<file path="src/hdl/xmodem_block_sender_macros.svh">
// Assertion helpers shared by the sender's modules.
`ifndef XMODEM_BLOCK_SENDER_MACROS_SVH
`define XMODEM_BLOCK_SENDER_MACROS_SVH

// Check a property on every clock edge outside reset.
`define XBS_ASSERT(lbl, prop, msg) \
  lbl: assert property (@(posedge clk_i) disable iff (!rst_ni) (prop)) else $error(msg);

// Check that a condition never holds.
`define XBS_NEVER(lbl, cond, msg) \
  lbl: assert property (@(posedge clk_i) disable iff (!rst_ni) !(cond)) else $error(msg);

`endif

</file>
<file path="src/hdl/xbs_pkg.sv">
package xbs_pkg;

  localparam int unsigned PAYLOAD_BYTES = 128;
  localparam int unsigned QDEPTH        = 2;

  // input item kinds
  localparam logic [1:0] OP_START  = 2'd0;
  localparam logic [1:0] OP_REMOTE = 2'd1;
  localparam logic [1:0] OP_MEMORY = 2'd2;

  // link control characters
  localparam logic [7:0] CH_SOH = 8'h01;
  localparam logic [7:0] CH_EOT = 8'h04;
  localparam logic [7:0] CH_ACK = 8'h06;
  localparam logic [7:0] CH_NAK = 8'h15;
  localparam logic [7:0] CH_CAN = 8'h18;
  localparam logic [7:0] CH_CRC = 8'h43;

  // status codes
  localparam logic [2:0] ST_RUN        = 3'd0;
  localparam logic [2:0] ST_DONE       = 3'd1;
  localparam logic [2:0] ST_NO_RX      = 3'd2;
  localparam logic [2:0] ST_RETRIES    = 3'd3;
  localparam logic [2:0] ST_CANCELLED  = 3'd4;
  localparam logic [2:0] ST_PROTO_ERR  = 3'd5;
  localparam logic [2:0] ST_BAD_FINAL  = 3'd6;

  // configuration register indexes
  localparam logic [1:0] REG_START_ADDR = 2'd0;
  localparam logic [1:0] REG_LAST_BLOCK = 2'd1;
  localparam logic [1:0] REG_RETRY_LIM  = 2'd2;

  // one descriptor: one to three result transfers
  typedef struct packed {
    logic [1:0]      last_idx;  // index of the final transfer
    logic            txv;
    logic [2:0][7:0] bytes;
    logic            rreq;      // read request rides on the final transfer
    logic [19:0]     addr;
    logic [2:0]      status;
  } xbs_desc_t;

  // CRC-16/XMODEM, one byte, MSB first
  function automatic logic [15:0] crc16_byte(input logic [15:0] crc, input logic [7:0] b);
    logic [15:0] c;
    c = crc ^ {b, 8'h00};
    for (int i = 0; i < 8; i++) begin
      if (c[15]) begin
        c = {c[14:0], 1'b0} ^ 16'h1021;
      end else begin
        c = {c[14:0], 1'b0};
      end
    end
    return c;
  endfunction

endpackage

</file>
<file path="src/hdl/xbs_front.sv">
module xbs_front #(
  parameter int unsigned ADDRESS_BITS = 20
) (
  input  logic              clk_i,
  input  logic              rst_ni,
  input  logic              cfg_we_i,
  input  logic [1:0]        cfg_index_i,
  input  logic [19:0]       cfg_data_i,
  input  logic              in_acc_i,
  input  logic [1:0]        op_i,
  input  logic [7:0]        remote_byte_i,
  input  logic [7:0]        memory_byte_i,
  output logic              push_o,
  output xbs_pkg::xbs_desc_t desc_o
);

  localparam int unsigned AW = ADDRESS_BITS;

  localparam logic [2:0] PH_IDLE       = 3'd0;
  localparam logic [2:0] PH_WAIT_FIRST = 3'd1;
  localparam logic [2:0] PH_READING    = 3'd2;
  localparam logic [2:0] PH_WAIT_REPLY = 3'd3;
  localparam logic [2:0] PH_WAIT_FINAL = 3'd4;

  logic [19:0]   start_q;
  logic [13:0]   lastb_q;
  logic [3:0]    limit_q;

  logic [2:0]    phase_q, phase_d;
  logic [AW-1:0] cur_q, cur_d, bsa_q, bsa_d;
  logic [13:0]   bn_q, bn_d;
  logic [7:0]    bc_q, bc_d;
  logic [3:0]    rc_q, rc_d;
  logic          crcm_q, crcm_d;
  logic [15:0]   crc_q, crc_d;
  logic [7:0]    sum_q, sum_d;

  logic [AW-1:0] cur_inc;
  logic [7:0]    bc_inc;
  logic [3:0]    rc_inc;
  logic [13:0]   bn_inc;
  logic [15:0]   crc_new;
  logic [7:0]    sum_new;
  logic          blk, rep;
  logic [7:0]    blk_num;
  logic [AW-1:0] blk_addr;
  logic [2:0]    rep_status;

  always_ff @(posedge clk_i or negedge rst_ni) begin
    if (!rst_ni) begin
      start_q <= '0;
      lastb_q <= 14'd8192;
      limit_q <= 4'd10;
    end else if (cfg_we_i) begin
      case (cfg_index_i)
        xbs_pkg::REG_START_ADDR: start_q <= cfg_data_i;
        xbs_pkg::REG_LAST_BLOCK: lastb_q <= cfg_data_i[13:0];
        xbs_pkg::REG_RETRY_LIM:  limit_q <= cfg_data_i[3:0];
        default: ;
      endcase
    end
  end

  assign cur_inc = cur_q + AW'(1);
  assign bc_inc  = bc_q + 8'd1;
  assign rc_inc  = rc_q + 4'd1;
  assign bn_inc  = bn_q + 14'd1;
  assign crc_new = xbs_pkg::crc16_byte(crc_q, memory_byte_i);
  assign sum_new = sum_q + memory_byte_i;

  always_comb begin
    phase_d    = phase_q;
    cur_d      = cur_q;
    bsa_d      = bsa_q;
    bn_d       = bn_q;
    bc_d       = bc_q;
    rc_d       = rc_q;
    crcm_d     = crcm_q;
    crc_d      = crc_q;
    sum_d      = sum_q;
    push_o     = 1'b0;
    desc_o     = '0;
    blk        = 1'b0;
    blk_num    = bn_q[7:0];
    blk_addr   = cur_q;
    rep        = 1'b0;
    rep_status = xbs_pkg::ST_RUN;

    if (in_acc_i) begin
      case (op_i)
        xbs_pkg::OP_START: begin
          phase_d = PH_WAIT_FIRST;
          cur_d   = AW'(start_q);
          bsa_d   = AW'(start_q);
          bn_d    = 14'd1;
          bc_d    = '0;
          rc_d    = '0;
          crcm_d  = 1'b0;
          crc_d   = '0;
          sum_d   = '0;
        end
        xbs_pkg::OP_MEMORY: begin
          if (phase_q == PH_READING) begin
            crc_d  = crc_new;
            sum_d  = sum_new;
            cur_d  = cur_inc;
            bc_d   = bc_inc;
            push_o = 1'b1;
            desc_o.txv      = 1'b1;
            desc_o.bytes[0] = memory_byte_i;
            if (bc_inc < 8'(xbs_pkg::PAYLOAD_BYTES)) begin
              desc_o.rreq = 1'b1;
              desc_o.addr = 20'(cur_inc);
            end else begin
              phase_d = PH_WAIT_REPLY;
              if (crcm_q) begin
                desc_o.last_idx = 2'd2;
                desc_o.bytes[1] = crc_new[15:8];
                desc_o.bytes[2] = crc_new[7:0];
              end else begin
                desc_o.last_idx = 2'd1;
                desc_o.bytes[1] = sum_new;
              end
            end
          end
        end
        xbs_pkg::OP_REMOTE: begin
          case (phase_q)
            PH_WAIT_FIRST: begin
              if (remote_byte_i == xbs_pkg::CH_NAK || remote_byte_i == xbs_pkg::CH_CRC) begin
                crcm_d = (remote_byte_i == xbs_pkg::CH_CRC);
                rc_d   = '0;
                blk    = 1'b1;
              end else begin
                rep        = 1'b1;
                rep_status = xbs_pkg::ST_NO_RX;
                phase_d    = PH_IDLE;
              end
            end
            PH_WAIT_REPLY: begin
              if (remote_byte_i == xbs_pkg::CH_ACK) begin
                rc_d = '0;
                bn_d = bn_inc;
                if (bn_q >= lastb_q) begin
                  phase_d         = PH_WAIT_FINAL;
                  push_o          = 1'b1;
                  desc_o.txv      = 1'b1;
                  desc_o.bytes[0] = xbs_pkg::CH_EOT;
                end else begin
                  bsa_d   = cur_q;
                  blk     = 1'b1;
                  blk_num = bn_inc[7:0];
                end
              end else if (remote_byte_i == xbs_pkg::CH_NAK) begin
                rc_d = rc_inc;
                if (rc_inc >= limit_q) begin
                  rep        = 1'b1;
                  rep_status = xbs_pkg::ST_RETRIES;
                  phase_d    = PH_IDLE;
                end else begin
                  // rewind to the start of the block
                  cur_d    = bsa_q;
                  blk      = 1'b1;
                  blk_addr = bsa_q;
                end
              end else if (remote_byte_i == xbs_pkg::CH_CAN) begin
                rep        = 1'b1;
                rep_status = xbs_pkg::ST_CANCELLED;
                phase_d    = PH_IDLE;
              end else if (remote_byte_i == xbs_pkg::CH_CRC) begin
                rep        = 1'b1;
                rep_status = xbs_pkg::ST_PROTO_ERR;
                phase_d    = PH_IDLE;
              end
            end
            PH_WAIT_FINAL: begin
              rep = 1'b1;
              if (remote_byte_i == xbs_pkg::CH_ACK) begin
                rep_status = xbs_pkg::ST_DONE;
                phase_d    = PH_IDLE;
              end else begin
                rep_status = xbs_pkg::ST_BAD_FINAL;
              end
            end
            default: ;
          endcase
        end
        default: ;
      endcase

      if (blk) begin
        bc_d    = '0;
        crc_d   = '0;
        sum_d   = '0;
        phase_d = PH_READING;
        push_o  = 1'b1;
        desc_o.last_idx = 2'd2;
        desc_o.txv      = 1'b1;
        desc_o.bytes[0] = xbs_pkg::CH_SOH;
        desc_o.bytes[1] = blk_num;
        desc_o.bytes[2] = ~blk_num;
        desc_o.rreq     = 1'b1;
        desc_o.addr     = 20'(blk_addr);
      end
      if (rep) begin
        push_o        = 1'b1;
        desc_o.status = rep_status;
      end
    end
  end

  always_ff @(posedge clk_i or negedge rst_ni) begin
    if (!rst_ni) begin
      phase_q <= PH_IDLE;
      cur_q   <= '0;
      bsa_q   <= '0;
      bn_q    <= '0;
      bc_q    <= '0;
      rc_q    <= '0;
      crcm_q  <= 1'b0;
      crc_q   <= '0;
      sum_q   <= '0;
    end else begin
      phase_q <= phase_d;
      cur_q   <= cur_d;
      bsa_q   <= bsa_d;
      bn_q    <= bn_d;
      bc_q    <= bc_d;
      rc_q    <= rc_d;
      crcm_q  <= crcm_d;
      crc_q   <= crc_d;
      sum_q   <= sum_d;
    end
  end

  `include "xmodem_block_sender_macros.svh"

  `XBS_ASSERT(a_read_ends_block, (in_acc_i && op_i == xbs_pkg::OP_MEMORY && phase_q == PH_READING) |=> (phase_q == PH_READING || phase_q == PH_WAIT_REPLY), "read data left the block body")
  `XBS_ASSERT(a_count_in_body, (phase_q == PH_READING) |-> (bc_q < 8'(xbs_pkg::PAYLOAD_BYTES)), "byte count past payload")

endmodule

</file>
<file path="src/hdl/xbs_fifo.sv">
module xbs_fifo (
  input  logic               clk_i,
  input  logic               rst_ni,
  input  logic               push_i,
  input  xbs_pkg::xbs_desc_t wdata_i,
  input  logic               pop_i,
  output xbs_pkg::xbs_desc_t rdata_o,
  output logic               empty_o,
  output logic               full_o
);

  localparam int unsigned PW = (xbs_pkg::QDEPTH > 1) ? $clog2(xbs_pkg::QDEPTH) : 1;
  localparam int unsigned CW = $clog2(xbs_pkg::QDEPTH + 1);

  xbs_pkg::xbs_desc_t slot_q [xbs_pkg::QDEPTH];
  logic [PW-1:0] wr_q, rd_q;
  logic [CW-1:0] cnt_q;

  assign empty_o = (cnt_q == '0);
  assign full_o  = (cnt_q == CW'(xbs_pkg::QDEPTH));
  assign rdata_o = slot_q[rd_q];

  always_ff @(posedge clk_i) begin
    if (push_i) begin
      slot_q[wr_q] <= wdata_i;
    end
  end

  always_ff @(posedge clk_i or negedge rst_ni) begin
    if (!rst_ni) begin
      wr_q  <= '0;
      rd_q  <= '0;
      cnt_q <= '0;
    end else begin
      if (push_i) begin
        wr_q <= (wr_q == PW'(xbs_pkg::QDEPTH - 1)) ? '0 : wr_q + PW'(1);
      end
      if (pop_i) begin
        rd_q <= (rd_q == PW'(xbs_pkg::QDEPTH - 1)) ? '0 : rd_q + PW'(1);
      end
      if (push_i && !pop_i) begin
        cnt_q <= cnt_q + CW'(1);
      end else if (pop_i && !push_i) begin
        cnt_q <= cnt_q - CW'(1);
      end
    end
  end

  `include "xmodem_block_sender_macros.svh"

  `XBS_NEVER(a_no_overflow, push_i && full_o, "descriptor pushed into full queue")
  `XBS_NEVER(a_no_underflow, pop_i && empty_o, "descriptor popped from empty queue")

endmodule

</file>
<file path="src/hdl/xbs_back.sv">
module xbs_back (
  input  logic               clk_i,
  input  logic               rst_ni,
  input  xbs_pkg::xbs_desc_t desc_i,
  input  logic               empty_i,
  output logic               pop_o,
  output logic               valid_o,
  input  logic               ready_i,
  output logic [31:0]        data_o,
  output logic [1:0]         user_o,
  output logic               last_o
);

  logic [1:0]  idx_q;
  logic        at_last, rreq;
  logic [19:0] addr;

  assign valid_o = !empty_i;
  assign at_last = (idx_q == desc_i.last_idx);
  assign last_o  = at_last;
  assign pop_o   = valid_o && ready_i && at_last;
  assign rreq    = desc_i.rreq && at_last;
  assign addr    = rreq ? desc_i.addr : '0;
  assign data_o  = {1'b0, desc_i.status, addr, desc_i.bytes[idx_q]};
  assign user_o  = {rreq, desc_i.txv};

  // step through the descriptor's transfers, restart on the next one
  always_ff @(posedge clk_i or negedge rst_ni) begin
    if (!rst_ni) begin
      idx_q <= '0;
    end else if (valid_o && ready_i) begin
      idx_q <= at_last ? '0 : idx_q + 2'd1;
    end
  end

  `include "xmodem_block_sender_macros.svh"

  `XBS_ASSERT(a_idx_in_desc, valid_o |-> (idx_q <= desc_i.last_idx), "transfer index past descriptor")

endmodule

</file>
<file path="src/hdl/xmodem_block_sender.sv">
// XMODEM block sender: uploads a memory range as 128-byte blocks with an 8-bit
// sum or CRC-16 check, picked by the remote's first byte. Input items (start,
// remote byte, memory read data) are taken one per cycle whenever the two-entry
// descriptor queue between the protocol engine and the output side has room;
// items that cause no results never occupy it. Results leave one per cycle while
// the output is ready; a header is three results, a data byte one and the final data
// byte two or three with its check. The per-byte CRC update completes in the
// cycle the byte is accepted. No memory clearing pass follows reset.
module xmodem_block_sender #(
  parameter int unsigned ADDRESS_BITS = 20
) (
  input  logic        clk_i,
  input  logic        rst_ni,
  input  logic        cfg_valid_i,
  output logic        cfg_ready_o,
  input  logic [1:0]  cfg_index_i,
  input  logic [19:0] cfg_data_i,
  input  logic        s_axis_tvalid,
  output logic        s_axis_tready,
  input  logic [15:0] s_axis_tdata,   // remote_byte, memory_byte
  input  logic [1:0]  s_axis_tuser,   // op
  output logic        m_axis_tvalid,
  input  logic        m_axis_tready,
  output logic [31:0] m_axis_tdata,   // tx_byte, read_address, status, zero pad
  output logic [1:0]  m_axis_tuser,   // tx_valid, read_request
  output logic        m_axis_tlast
);

  logic               in_acc, push, pop, empty, full;
  xbs_pkg::xbs_desc_t wdesc, rdesc;

  assign cfg_ready_o   = 1'b1;
  assign s_axis_tready = !full;
  assign in_acc        = s_axis_tvalid && s_axis_tready;

  xbs_front #(
    .ADDRESS_BITS(ADDRESS_BITS)
  ) u_front (
    .clk_i         (clk_i),
    .rst_ni        (rst_ni),
    .cfg_we_i      (cfg_valid_i && cfg_ready_o),
    .cfg_index_i   (cfg_index_i),
    .cfg_data_i    (cfg_data_i),
    .in_acc_i      (in_acc),
    .op_i          (s_axis_tuser),
    .remote_byte_i (s_axis_tdata[7:0]),
    .memory_byte_i (s_axis_tdata[15:8]),
    .push_o        (push),
    .desc_o        (wdesc)
  );

  xbs_fifo u_fifo (
    .clk_i   (clk_i),
    .rst_ni  (rst_ni),
    .push_i  (push),
    .wdata_i (wdesc),
    .pop_i   (pop),
    .rdata_o (rdesc),
    .empty_o (empty),
    .full_o  (full)
  );

  xbs_back u_back (
    .clk_i   (clk_i),
    .rst_ni  (rst_ni),
    .desc_i  (rdesc),
    .empty_i (empty),
    .pop_o   (pop),
    .valid_o (m_axis_tvalid),
    .ready_i (m_axis_tready),
    .data_o  (m_axis_tdata),
    .user_o  (m_axis_tuser),
    .last_o  (m_axis_tlast)
  );

endmodule

</file>
<file path="config.mk">
export PLATFORM = sky130hd
export DESIGN_NAME = xmodem_block_sender
export DESIGN_NICKNAME = d
export VERILOG_FILES = /design/src/hdl/xbs_pkg.sv /design/src/hdl/xbs_front.sv /design/src/hdl/xbs_fifo.sv /design/src/hdl/xbs_back.sv /design/src/hdl/xmodem_block_sender.sv
export VERILOG_INCLUDE_DIRS = /design/src /design/src/hdl
export SDC_FILE = /design/constraint.sdc
export NUM_CORES = 1
export LEC_CHECK = 0
export BUFFER_PORTS_ARGS = -buffer_cell sky130_fd_sc_hd__buf_4
export CELL_PAD_IN_SITES_DETAIL_PLACEMENT = 1
export CELL_PAD_IN_SITES_GLOBAL_PLACEMENT = 1
export CORE_MARGIN = 3
export CORE_UTILIZATION = 49
export DETAILED_ROUTE_END_ITERATION = 6
export PLACE_DENSITY = 0.78
export SYNTH_ARGS = -nofsm -noshare
export SYNTH_HDL_FRONTEND = slang
export SYNTH_SLANG_ARGS = --single-unit
</file>
<file path="constraint.sdc">
create_clock -name clk_i -period 7.2 [get_ports clk_i]
set_input_delay 0.36 -clock clk_i [delete_from_list [all_inputs] [get_ports clk_i]]
set_output_delay 0.36 -clock clk_i [all_outputs]
set_load 0.03 [all_outputs]
</file>
; ---- Word-level counts from Yosys, hierarchy flattened
; Memories as Yosys holds them, arrays and structs flattened.
; Index checks and enable logic that the tools add are counted.
[word_totals]
n_memories = 1
inputBits = 45
regBits = 138
output_inout_bits = 38
elab_cells = 220
mem_bits_rw = 102
[op_classes]
add_sub_neg = 10
eq_ne = 31
magnitude_cmp = 4
bitwise_logic = 10
reduce_logical = 29
muxes = 119
[mem_list]
columns = name, words, width, read_ports, rd_ports_with_merged_regs, write_ports, line_no
row1 = u_fifo.slot_q, 2, 51, 1, 0, 1, xbs_fifo.sv:15  ; xbs_pkg::xbs_desc_t slot_q [xbs_pkg::QDEPTH];
[ops]
columns = op, n
row1 = two-way mux 20 bit, 10
row2 = two-way mux 8 bit, 14
row3 = two-way mux 13 bit, 8
row4 = two-way mux 48 bit, 2
row5 = two-way mux 16 bit, 4
row6 = one-hot mux 20 bit (3 select lines), 1
row7 = two-way mux 3 bit, 19
row8 = two-way mux 51 bit, 1
row9 = one-hot mux 8 bit (2 select lines), 3
row10 = two-way mux 21 bit, 2
row11 = one-hot mux 20 bit (2 select lines), 1
row12 = one-hot mux 16 bit (2 select lines), 1
row13 = two-way mux 1 bit, 28
row14 = two-way mux 14 bit, 2
row15 = one-hot mux 14 bit (2 select lines), 1
row16 = one-hot mux 3 bit (3 select lines), 3
row17 = inverter 3 bit, 8
row18 = "adder 20 x 1 -> 20 bit, second input constant", 1
row19 = binary-select mux 8 bit (select 2 bit), 1
row20 = "equality test 8 x 5 -> 1 bit, second input constant", 2
row21 = two-way mux 2 bit, 8
row22 = one-hot mux 4 bit (2 select lines), 2
row23 = XOR 16 bit, 1
row24 = "adder 14 x 1 -> 14 bit, second input constant", 1
row25 = other kinds (44), 79

; ---- Longest topological paths before layout
; Gate-level depths: netlist (run 1).
[logic_depth]
ltp_word = 23
mapped_depth = 14
ltp_nobuf = 14

; ---- Cells and area by module
; A second synthesis (run 1) with hierarchy kept.
[unflattened]
cells_unflattened = 1190
area_unflattened_um2 = 13242.7
[modules_own_cells]
columns = mod, cells_per_inst, n_inst, seq_area_each_um2, area_each_um2
row1 = xbs_front, 935, 1, 3306.9, 8585.7
row2 = xbs_fifo, 175, 1, 3163.0, 4119.0
row3 = xbs_back, 76, 1, 50.0, 516.7
row4 = xmodem_block_sender, 4, 1, 0.0, 21.3

; ---- Worst setup path after synthesis (run 1)
; Ideal clock, no wire load.
[synth_timing]
kind = register to register
start = register u_front.rc_q[0]
end = memory u_fifo.slot_q[1][0] (netlist name), enable pin
setup_time_ns = 0.465
period_less_slack_ns = 5.127
arrival_ns = 4.662
path_stages_with_launch = 9
setup_slack_ns = 2.073
t_required_ns = 6.735
n_path_buf = 0
cell_sequence = dfrtp_1 > ha_1 > ha_1 > a2111oi_1 > o211ai_2 > a21boi_4 > a21oi_1 > nor4_2 > nor2b_1
[synth_between]
elab_chain_len = 13
elab_cells_between_ends = 19
classes_between = 1 x add/sub / 1 x order compare / 17 x mux
[synth_rtl]
columns = element, line_no
row1 = from (decl), xbs_front.sv:33  ; logic [3:0] rc_q, rc_d;
row2 = from (signal assigned), xbs_front.sv:229  ; rc_q <= rc_d;
row3 = adder 4 x 1 -> 4 bit *, xbs_front.sv:66  ; assign rc_inc = rc_q + 4'd1;
row4 = greater-or-equal comparator 4 bit *, xbs_front.sv:156  ; if (rc_inc >= limit_q) begin
row5 = two-way mux 1 bit, xbs_front.sv:156
row6 = two-way mux 1 bit, xbs_front.sv:154  ; end else if (remote_byte_i == xbs_pkg::CH_NAK) begin
row7 = two-way mux 1 bit, xbs_front.sv:141  ; if (remote_byte_i == xbs_pkg::CH_ACK) begin
row8 = one-hot mux 1 bit (2 select lines), xbs_front.sv:128  ; case (phase_q)
row9 = two-way mux 1 bit, xbs_front.sv:90  ; case (op_i)
row10 = two-way mux 1 bit, xbs_front.sv:89  ; if (in_acc_i) begin
row11 = two-way mux 1 bit, xbs_front.sv:191  ; if (blk) begin
row12 = two-way mux 1 bit *, xbs_front.sv:205  ; if (rep) begin
row13 = two-way mux 1 bit *, xbs_front.sv:89
row14 = two-way mux 1 bit *, xbs_fifo.sv:24  ; if (push_i) begin
row15 = two-way mux 1 bit (not written as such) *, xbs_fifo.sv:25  ; slot_q[wr_q] <= wdata_i;
row16 = to (decl), xbs_fifo.sv:15
; Every way passes the cells marked *; elsewhere a longest branch is shown, timed or not. The select of a mux whose other input is x is not followed.

; ---- Worst setup path in the final report (run 1)
[layout_timing]
start = register u_front.rc_q[0]
end = memory u_fifo.slot_q[1][12] (netlist name), enable pin
; Same word-level chain as after synthesis.

==> results of run 1 <==
cells in the final DEF, fill, tap and decap left out, types with 6 or more instances in the layout:
cell type,instances
ha_1,35
nor3b_1,7
a221oi_1,9
dfrtp_1,134
clkbuf_1,12
buf_4,93
o211ai_1,10
inv_1,57
o21ai_1,21
mux2_2,50
o31ai_1,11
o21ai_0,38
a22o_1,15
nand3_1,28
nor2_1,113
a22oi_1,14
nand2_1,107
o2bb2ai_1,17
clkbuf_16,27
a32oi_1,6
xor2_1,29
mux2i_1,70
xnor2_1,46
and3_1,7
o22ai_1,17
nand4_1,11
and2_1,11
nor3_1,12
mux4_2,8
a21oi_1,37
edfxtp_1,102
sequential cells by signal (all words and copies together), names as in the netlist, 3 cells and up:
register / cells
u_front.rc_q: 4
u_fifo.slot_q: 102
u_front.phase_q: 3
u_front.bsa_q: 20
u_front.cur_q: 20
u_front.start_q: 20
u_front.crc_q: 16
u_front.lastb_q: 14
u_front.bc_q: 8
u_front.sum_q: 8
u_front.limit_q: 4
u_front.bn_q: 14
where the power goes:
group          leakage, nW  switching (W)  internal (W)  total, W
registers             2.68       0.000292       0.00172   0.00201
logic                 2.98        0.00106      0.000741   0.00180
clock network        0.400       0.000537      0.000764   0.00130
metrics by stage:
step | setup slack, ns | hold WS (ns)
global route | 2.736 | 0.05222
finish | 3.018 | 0.06677
global placement | 3.164 | 0.4577
floorplan | 2.073 | 0.06441
detailed placement | 3.049 | 0.4655
CTS | 3.008 | 0.04931
synth_stat cells (4+ instances only):
master	n
dfrtp_1	135
nor2_1	114
nand2_1	107
edfxtp_1	102
mux2i_1	70
inv_1	57
mux2_2	50
clkbuf_1	48
xnor2_1	46
a21oi_1	38
o21ai_0	38
ha_1	36
xor2_1	29
nand3_1	28
o21ai_1	22
o22ai_1	17
o2bb2ai_1	17
a22o_1	15
a22oi_1	14
nor3_1	12
and2_1	11
nand4_1	11
o31ai_1	11
o211ai_1	10
a221oi_1	9
buf_1	8
mux4_2	8
nor3b_1	8
and3_1	7
a32oi_1	6
buf_2	6
a21o_1	4
a31oi_1	4
nand2b_1	4
nor2b_1	4
or3_1	4
cell type report:
cell class,count,area [um^2]
Clock buffer,43,769.5
Multi-Input combinational cell,800,5714
Clock inverter,5,56.30
Inverter,57,214.0
Tap cell,330,412.9
Timing Repair Buffer,95,719.4
Fill cell,2716,10920
Sequential cell,240,6521
path summary, 6_finish.rpt:
path	from	endpoint
setup / recovery	u_front.rc_q[0]	u_fifo.slot_q[1][12]
hold / removal	cfg_data_i[16]	u_front.start_q[16]
setup reg to reg	u_front.rc_q[0]	u_fifo.slot_q[1][12]
hold reg to reg	u_front.bsa_q[3]	u_front.bsa_q[3]
max in group asynchronous	rst_ni	u_front.bc_q[5]
min in group asynchronous	rst_ni	u_front.start_q[16]
cells by family after synthesis:
family	count (synthesis)	share of synthesized area [%]
AND/OR/NAND/NOR	332	12.25
flip-flops	240	51.37
AO/OA/AOI/OAI	226	12.21
multiplexers	128	11.38
buffers and inverters	123	3.845
XOR/XNOR	75	5.175
adder cells (fa/ha/maj)	37	3.707
other	2	0.05917
worst max-delay path, delay by kind of cell (launching register included):
kind	cells	cell delay, ns
buf+inv	2	0.84
compound gates	4	1.52
flops	1	0.42
fa+ha+maj	2	0.63
simple gates	2	0.38
per-layer routing:
metal / wire length (um) / track usage [%] / vias to the layer above
li1: - / - / 4277
met1: 16110 / 36.44 / 4700
met2: 15740 / 38.97 / 227
met3: 1450 / 2.397 / 42
met4: 539 / 4.878 / 0
met5: 0 / 0 / -
==> flow_summary.yaml, run 1 <==
clocking:
  h-tree-depth: 1
  ctsHoldBuffers: 1
  cts_max_path_buffers: 3
  clock_sinks: 240
  cts_resized: 0
  worstSkewPairLatency_ns: 0.52
  cts_tree: "done"
  numCtsBuffers: 26
  post_cts_buffers: 0
  root_buffer: "clkbuf_16"
  clk_pin_slew_worst_paths_ns: 0.06
floorplan:
  start_util_pct: 50.11
  dieArea_um2: 27870
  die_y_um: 166.9
  ios: 83
  fp-row-count: 58
  core_area_um2: 25330
  die_x_um: 166.9
timing:
  rsz0062_at_grt: "no"
  hold_viol: 0
  fin_skew_ns: 0.009334
  clock.fmax_ghz: 0.2391
  worstMarginPinSlew_ns: 1.005
  slew_violations: 0
  finalCritPeriodShare_pct: 58.08
  max_slew_margin_pct: 32.74
  final.min_clock_period_ns: 4.182
  setup_violations: 0
  final.setup.tns_ns: 0
power:
  p_per_area_nw_per_um2: 354.7
  ir_drop_uv: 388.5
  power_leakage_nw: 6.053
  totalPowerFinal_w: 0.005110
yosys:
  yosys_warnings: 0
  yosysSeqAreaShare_pct: 51.37
  syn-num-nets: 1245
  synth_cell_types: 74
  yosysTopAreaCellShare_pct: 26.62
  yosys.area.top_type: "dfrtp_1"
  ys.flop_type: "dfrtp_1"
  netlist_area_um2: 12690
  async_flop_share_pct: 57.50
  synth-edff-count: 102
  synth_area_leaders: "dfrtp_1 27%, edfxtp_1 24%, mux2i_1 5.5%"
  synthCells: 1163
  postSynthAreaPerCell_um2: 10.91
  synth-seq-cells: 240
status:
  outcome: "completed"
routing:
  drc: 0
  wirelength_mm: 33.83
  first_pass_iters: 5
  final_antenna_net_count: 0
  via_per_inst: 5.889
  drt_iter0_drc: 681
  vias: 9246
  wl_per_cell_um: 21.55
cells_and_area:
  fin_cells: 1570
  design_area_um2: 14410
  drive_above_1_share_pct: 17.50
  area_growth_pct: 13.52
  n_antenna_cell: 0
  fin_util_pct: 56.89
  layout.nets: 1302
global_routing:
  grt_overflow: 0
  grt_pass1_vias: 9696
  grt_pass1_wl_mm: 54.83
  antenna_found_initial: 0
  track_usage_pct: 24.31
  grt_max_degree: 81
placed_design:
  dp_cells: 1521
  gp_congestion: 0.8793
  dp_hpwl_mm: 23.32
  placed_area_um2: 13570
  port-buffer-count: 80
setup_path:
  worst_path_max_delay_cell: "a21oi_1"
  worstSetupStartpointType: "register"
  path_cells: "ha_1, ha_1, a2111oi_1, o211ai_2, buf_4, a21boi_4, a21oi_1, nor4_2, nor2b_4, buf_4"
  cp_slowest_stage_delay_ns: 0.61
  path_max_fanout: 51
  ff2ff_setup_slack_ns: 3.02
  worst_ep_required_time_ns: 7.35
  critical_path_class: "reg -> reg"
  critical_path_arrival_ns: 4.33
  reg2reg_depth: 10
  cp-end-kind: "register"
worst_hold_path:
  hp-class: "in -> reg"
  worstHoldPathCells: 2
run:
  drv_cap: 0
Note: power is estimated with default switching activity, not from simulation.
==> inputs of run 2 (changes only) <==
Settings changed: ABC_AREA set to 1, CORE_UTILIZATION 49 to 47, PLACE_DENSITY 0.78 to 0.79.
Clock period 7.2 ns to 4.2 ns, I/O delays scaled along.
==> run 2 against run 1 <==
Net effect:
- area after synthesis rose by 5.5%
- setup slack got worse by 2.5 ns
- wire length grew 20%
- cell area increased by 6.1%
- flip-flop and latch count stayed put
- die area increased by 9.7%
- combinational power up 81%
- first-iteration DRC count is 25% higher
- utilization fell by 2.2 points
- global-route usage up 2.4 points
- sequential share of layout area down 2.6 points
- sequential power is 65% higher
==> flow_summary.yaml, run 2 <==
status:
  outcome: "completed"
clocking:
  numCtsBuffers: 27
  post_cts_buffers: 0
  ctsHoldBuffers: 16
  clock_sinks: 240
  worstSkewPairLatency_ns: 0.54
  root_buffer: "clkbuf_16"
  clk_pin_slew_worst_paths_ns: 0.06
  h-tree-depth: 1
  cts_max_path_buffers: 3
  cts_resized: 0
  cts_tree: "done"
floorplan:
  die_y_um: 174.8
  start_util_pct: 47.95
  dieArea_um2: 30560
  die_x_um: 174.8
  core_area_um2: 27930
  ios: 83
  fp-row-count: 61
cells_and_area:
  mostFrequentLayoutCells: "404 x nand2_1, 164 x o21ai_0, 153 x nor2_1, 150 x inv_1, 135 x dfrtp_1"
  fin_cells: 2084
  fillers: 3402
  area_growth_pct: 14.10
  drive_above_1_share_pct: 13.25
  fin_util_pct: 54.71
  final_common_cell: "nand2_1"
  design_area_um2: 15280
  top_register: "u_fifo.slot_q"
  n_antenna_cell: 0
  layout.nets: 1768
  largest_reg_flops: 102
placed_design:
  port-buffer-count: 80
  dp_hpwl_mm: 29.23
  placed_area_um2: 14290
  dp_cells: 2019
  gp_congestion: 0.8812
setup_path:
  critical_path_class: "reg -> reg"
  path_cells: "ha_1, ha_1, inv_1, o21bai_1, nand3_1, nand3_1, inv_1, nand2_4, nand3_4, nand3_1, nand3_1, inv_1, nor2_4, buf_4"
  ff2ff_setup_slack_ns: 0.57
  reg2reg_depth: 14
  worst_path_max_delay_cell: "dfrtp_1"
  cpMostUsedCell: "nand3_1"
  worstSetupStartpointType: "register"
  cp-end-kind: "register"
  critical_path_arrival_ns: 3.83
  cp-endpoint: "u_fifo.slot_q[1][0]"
  cp_slowest_stage_delay_ns: 0.41
  path_max_fanout: 30
  r2r-start: "u_front.rc_q[0]"
  r2r-end: "u_fifo.slot_q[1][0]"
  worst_ep_required_time_ns: 4.40
  crit_start: "u_front.rc_q[0]"
routing:
  final_antenna_net_count: 0
  via_per_inst: 5.495
  drc: 0
  wirelength_mm: 40.62
  drt_iter0_drc: 854
  vias: 11451
  wl_per_cell_um: 19.49
  first_pass_iters: 5
global_routing:
  grt_overflow: 0
  track_usage_pct: 26.75
  antenna_found_initial: 0
  grt_max_degree: 73
  grt_pass1_wl_mm: 66.05
  grt_pass1_vias: 12151
power:
  internal_power_w: 0.005249
  seq_power_share_pct: 37.7
  ir_drop_uv: 283.8
  p_per_area_nw_per_um2: 576.4
  p_sw_w: 0.003560
  power.share.clock_pct: 25.3
  p_sw_share_pct: 40.41
  pwr-share-comb_pct: 37.0
  power_leakage_nw: 6.803
timing:
  setup_violations: 0
  max_slew_margin_pct: 36.42
  final.setup.tns_ns: 0
  fin_skew_ns: 0.01948
  clock.fmax_ghz: 0.2751
  slew_violations: 0
  final.min_clock_period_ns: 3.635
  worstMarginPinSlew_ns: 0.9511
  hold_viol: 0
  rsz0062_at_grt: "no"
  finalCritPeriodShare_pct: 86.54
yosys:
  postSynthAreaPerCell_um2: 8.324
  synth_cell_types: 55
  yosys_warnings: 0
  yosysTopAreaCellShare_pct: 25.22
  yosys-top-cells-count: "404 x nand2_1, 164 x o21ai_0, 154 x nor2_1, 151 x inv_1, 135 x dfrtp_1"
  ys.flop_type: "dfrtp_1"
  yosysSeqAreaShare_pct: 48.68
  async_flop_share_pct: 57.50
  synthCells: 1609
  synth_area_leaders: "dfrtp_1 25%, edfxtp_1 23%, nand2_1 11%"
  netlist_area_um2: 13390
  synth-edff-count: 102
  synth_most_common_cell: "nand2_1"
  synth-seq-cells: 240
  yosys.area.top_type: "dfrtp_1"
  syn-num-nets: 1691
run:
  drv_cap: 0
worst_hold_path:
  hp-class: "in -> reg"
## run 2: layout make-up
cell class | count | area, um^2 | share of cell area (%)
clock inverter | 13 | 67.56 | 0.4421
inverter | 167 | 626.9 | 4.102
timing repair buffer | 112 | 884.6 | 5.788
multi-input combinational | 1138 | 5941 | 38.87
tap | 378 | 473.0 | 3.095
sequential | 240 | 6520 | 42.66
clock buffer | 36 | 769.5 | 5.035
## run 2: how the worst min path moves through the flow
stage / startpoint / endpoint / slack (ns) / cells after the start
6_report: cfg_data_i[1] / u_front.lastb_q[1] / 0.02 / 3
2_1_floorplan: rst_ni / u_back.idx_q[0] / -0.09 / 0
5_1_grt: cfg_data_i[7] / u_front.start_q[7] / 0.03 / 3
3_3_place_gp: rst_ni / u_front.sum_q[3] / 0.31 / 1
4_1_cts: cfg_data_i[1] / u_front.lastb_q[1] / 0.0002 / 3
3_5_place_dp: rst_ni / u_front.sum_q[3] / 0.31 / 1
## run 2: kinds of logic after synthesis
logic type	synth area share, %
multiplexers	0.5791
flip-flops	48.68
other	0.05607
AO/OA/AOI/OAI	12.47
AND/OR/NAND/NOR	24.07
buffers and inverters	7.025
adder cells (fa/ha/maj)	3.512
XOR/XNOR	3.606
## run 2: through the flow
| stage | total power [W] | setup slack (ns) | hold slack, ns |
|---|---|---|---|
| floorplan | 0.005501 | 0.5904 | -0.08559 |
| global placement | 0.006412 | 0.6900 | 0.3098 |
| detailed placement | 0.006582 | 0.5607 | 0.3090 |
| CTS | 0.008862 | 0.5510 | 0.0001903 |
| global route | 0.009378 | 0.2682 | 0.02889 |
| finish | 0.008808 | 0.5651 | 0.01543 |
## run 2: metal layers
metal | GRT usage, % | up-vias | part of all wire (%)
li1 | - | 5460 | -
met1 | 38.16 | 5656 | 46
met2 | 44.21 | 271 | 47
met3 | 2.912 | 64 | 4.2
met4 | 6.250 | 0 | 2.3
met5 | 0 | - | 0
## run 2: power groups by stage
stage               Sequential, W  Combinational (W)  Clock, W
CTS                       0.00331            0.00327   0.00228
detailed placement        0.00335            0.00324         0
finish                    0.00332            0.00326   0.00223
global route              0.00337            0.00363   0.00238
global placement          0.00332            0.00309         0
floorplan                 0.00320            0.00230         0
## run 2: critical path, delay by kind of cell, from the launching register on
| kind | cells | cell delay (ns) |
|---|---|---|
| AND/OR/NAND/NOR | 7 | 1.46 |
| buffers and inverters | 4 | 0.69 |
| adder cells (fa/ha/maj) | 2 | 0.65 |
| flip-flops | 1 | 0.41 |
| AO/OA/AOI/OAI | 1 | 0.06 |
==> inputs of run 3 (changes only) <==
--- a/config.mk
+++ b/config.mk
@@ -11,5 +11,4 @@
 export CELL_PAD_IN_SITES_DETAIL_PLACEMENT = 1
 export CELL_PAD_IN_SITES_GLOBAL_PLACEMENT = 1
-export CORE_MARGIN = 3
 export CORE_UTILIZATION = 47
 export DETAILED_ROUTE_END_ITERATION = 6
@@ -18,2 +17,3 @@
 export SYNTH_HDL_FRONTEND = slang
 export SYNTH_SLANG_ARGS = --single-unit
+export TNS_END_PERCENT = 20
==> constraint.sdc (replaced) <==
create_clock -name clk_i -period 4.2 [get_ports clk_i]
set_input_delay 0.21 -clock clk_i [delete_from_list [all_inputs] [get_ports clk_i]]
set_output_delay 0.21 -clock clk_i [all_outputs]
set_load 0.02 [all_outputs]
==> run 3 against run 2 <==
Net effect:
- maximum frequency decreased by 3.4%
- clock-buffer cell count is 5 higher
- final cell count about the same
- power down 0.88%
- global-route usage increased by 1.9 points
- critical path type unchanged
- largest cell class unchanged
- largest power group unchanged
- highest routed layer unchanged
==> flow_summary.yaml, run 3 (synthesized netlist as in run 2, its figures left out) <==
cells_and_area:
  seqCellArea_um2: 6520
  largest_reg_flops: 102
  mostFrequentLayoutCells: "404 x nand2_1, 164 x o21ai_0, 153 x nor2_1, 150 x inv_1, 135 x dfrtp_1"
  n_antenna_cell: 0
  fillers: 3384
  final_common_cell: "nand2_1"
  layout.nets: 1769
  top_register: "u_fifo.slot_q"
  area_growth_pct: 14.27
  multi_input_area_um2: 5941
  drive_above_1_share_pct: 13.11
  fin_cells: 2086
routing:
  final_antenna_net_count: 0
  via_per_inst: 5.518
  first_pass_iters: 5
  wirelength_mm: 40.49
  drc: 0
  drt_iter0_drc: 637
  vias: 11510
  wl_per_cell_um: 19.41
timing:
  finalCritPeriodShare_pct: 89.59
  setup_violations: 0
  clock.fmax_ghz: 0.2658
  fin_ws_ns: 0.4373
  slew_violations: 0
  final.min_clock_period_ns: 3.763
  fin_skew_ns: 0.01318
  worstMarginPinSlew_ns: 0.9439
  final.setup.tns_ns: 0
  hold_viol: 0
  max_slew_margin_pct: 36.90
  rsz0062_at_grt: "no"
clocking:
  root_buffer: "clkbuf_16"
  numCtsBuffers: 27
  h-tree-depth: 1
  clk_pin_slew_worst_paths_ns: 0.06
  cts_tree: "done"
  post_cts_buffers: 0
  cts_max_path_buffers: 3
  cts_resized: 0
  ctsHoldBuffers: 17
  clock_sinks: 240
  worstSkewPairLatency_ns: 0.55
setup_path:
  cp-end-kind: "register"
  path_max_fanout: 30
  critical_path_arrival_ns: 3.96
  worstSetupStartpointType: "register"
  reg2reg_depth: 14
  critical_path_class: "reg -> reg"
  worst_ep_required_time_ns: 4.40
worst_hold_path:
  worstHoldPathCells: 3
  hp-class: "in -> reg"
global_routing:
  grt_overflow: 0
  grt_pass1_vias: 11816
  antenna_found_initial: 0
  track_usage_pct: 28.64
  grt_pass1_wl_mm: 64.77
  grt_max_degree: 87
status:
  outcome: "completed"
placed_design:
  dp_hpwl_mm: 28.70
  post-place-ws_ns: 0.5227
  dp_cells: 2019
  port-buffer-count: 80
  gp_congestion: 0.8599
power:
  ir_drop_uv: 330.6
  power_leakage_nw: 6.800
  p_per_area_nw_per_um2: 570.4
run:
  drv_cap: 0
floorplan:
  die_x_um: 170.8
  start_util_pct: 47.95
  fp-row-count: 61
  ios: 83
  dieArea_um2: 29180
  core_area_um2: 27930
  die_y_um: 170.8
run 3: cell count changes in the layout (fill, tap and decap cells not counted), sizes merged:
cell / before / now
dlygate4sd3: 16 / 17
clkinvlp: 0 / 2
clkbuf: 36 / 41
clkinv: 13 / 7
run 3: area by class of cell:
type	instances	area share (%)
clock buffer	41	5.150
clock inverter	9	0.4087
inverter	167	4.095
multi-input combinational	1138	38.81
sequential	240	42.60
tap	378	3.090
timing repair buffer	113	5.845
run 3: report_power, final:
part / internal, W / switching (W)
Clock: 0.00130 / 0.000970
Sequential: 0.00291 / 0.000409
Combinational: 0.00105 / 0.00209
run 3: stage by stage:
step / hold WS, ns / power [W] / instance area [um^2] / utilization (%)
2_1_floorplan: -0.08559 / 0.005382 / 13400 / -
4_1_cts: 0.01786 / 0.008776 / 15310 / 54.79
6_report: 0.03743 / 0.008731 / 15310 / 54.79
3_3_place_gp: 0.3608 / 0.006295 / 14290 / 51.14
5_1_grt: 0.04045 / 0.009274 / 15310 / 54.79
3_5_place_dp: 0.3414 / 0.006458 / 14290 / 51.14
run 3: worst paths after layout:
path | from | end | slack [ns]
setup reg to reg | u_front.rc_q[0] | u_fifo.slot_q[0][38] | 0.44
min in group asynchronous | rst_ni | u_front.sum_q[4] | 0.29
hold reg to reg | u_front.lastb_q[6] | u_front.lastb_q[6] | 0.49
max in group asynchronous | rst_ni | u_front.limit_q[3] | 2.87
setup / recovery | u_front.rc_q[0] | u_fifo.slot_q[0][38] | 0.44
hold / removal | cfg_data_i[2] | u_front.lastb_q[2] | 0.04
run 3: routing by layer:
layer  wire, um  vias to the layer above  track usage, %
li1           -                     5464               -
met2      18860                      284           46.74
met5          0                        -               0
met1      18650                     5702           40.22
met3       2066                       60           3.840
met4        911                        0           7.220
run 3: worst max-delay path, cell delays in order (launching register included):
cell and delay (ns):
dfrtp_1 0.43, ha_1 0.34, ha_1 0.31, inv_1 0.06, o21bai_1 0.06, nand3_1 0.07, nand3_1 0.17, inv_1 0.14
nand2_4 0.14, nand3_4 0.24, nand3_1 0.43, nand3_1 0.36, nand2_1 0.17, inv_2 0.10, buf_4 0.38
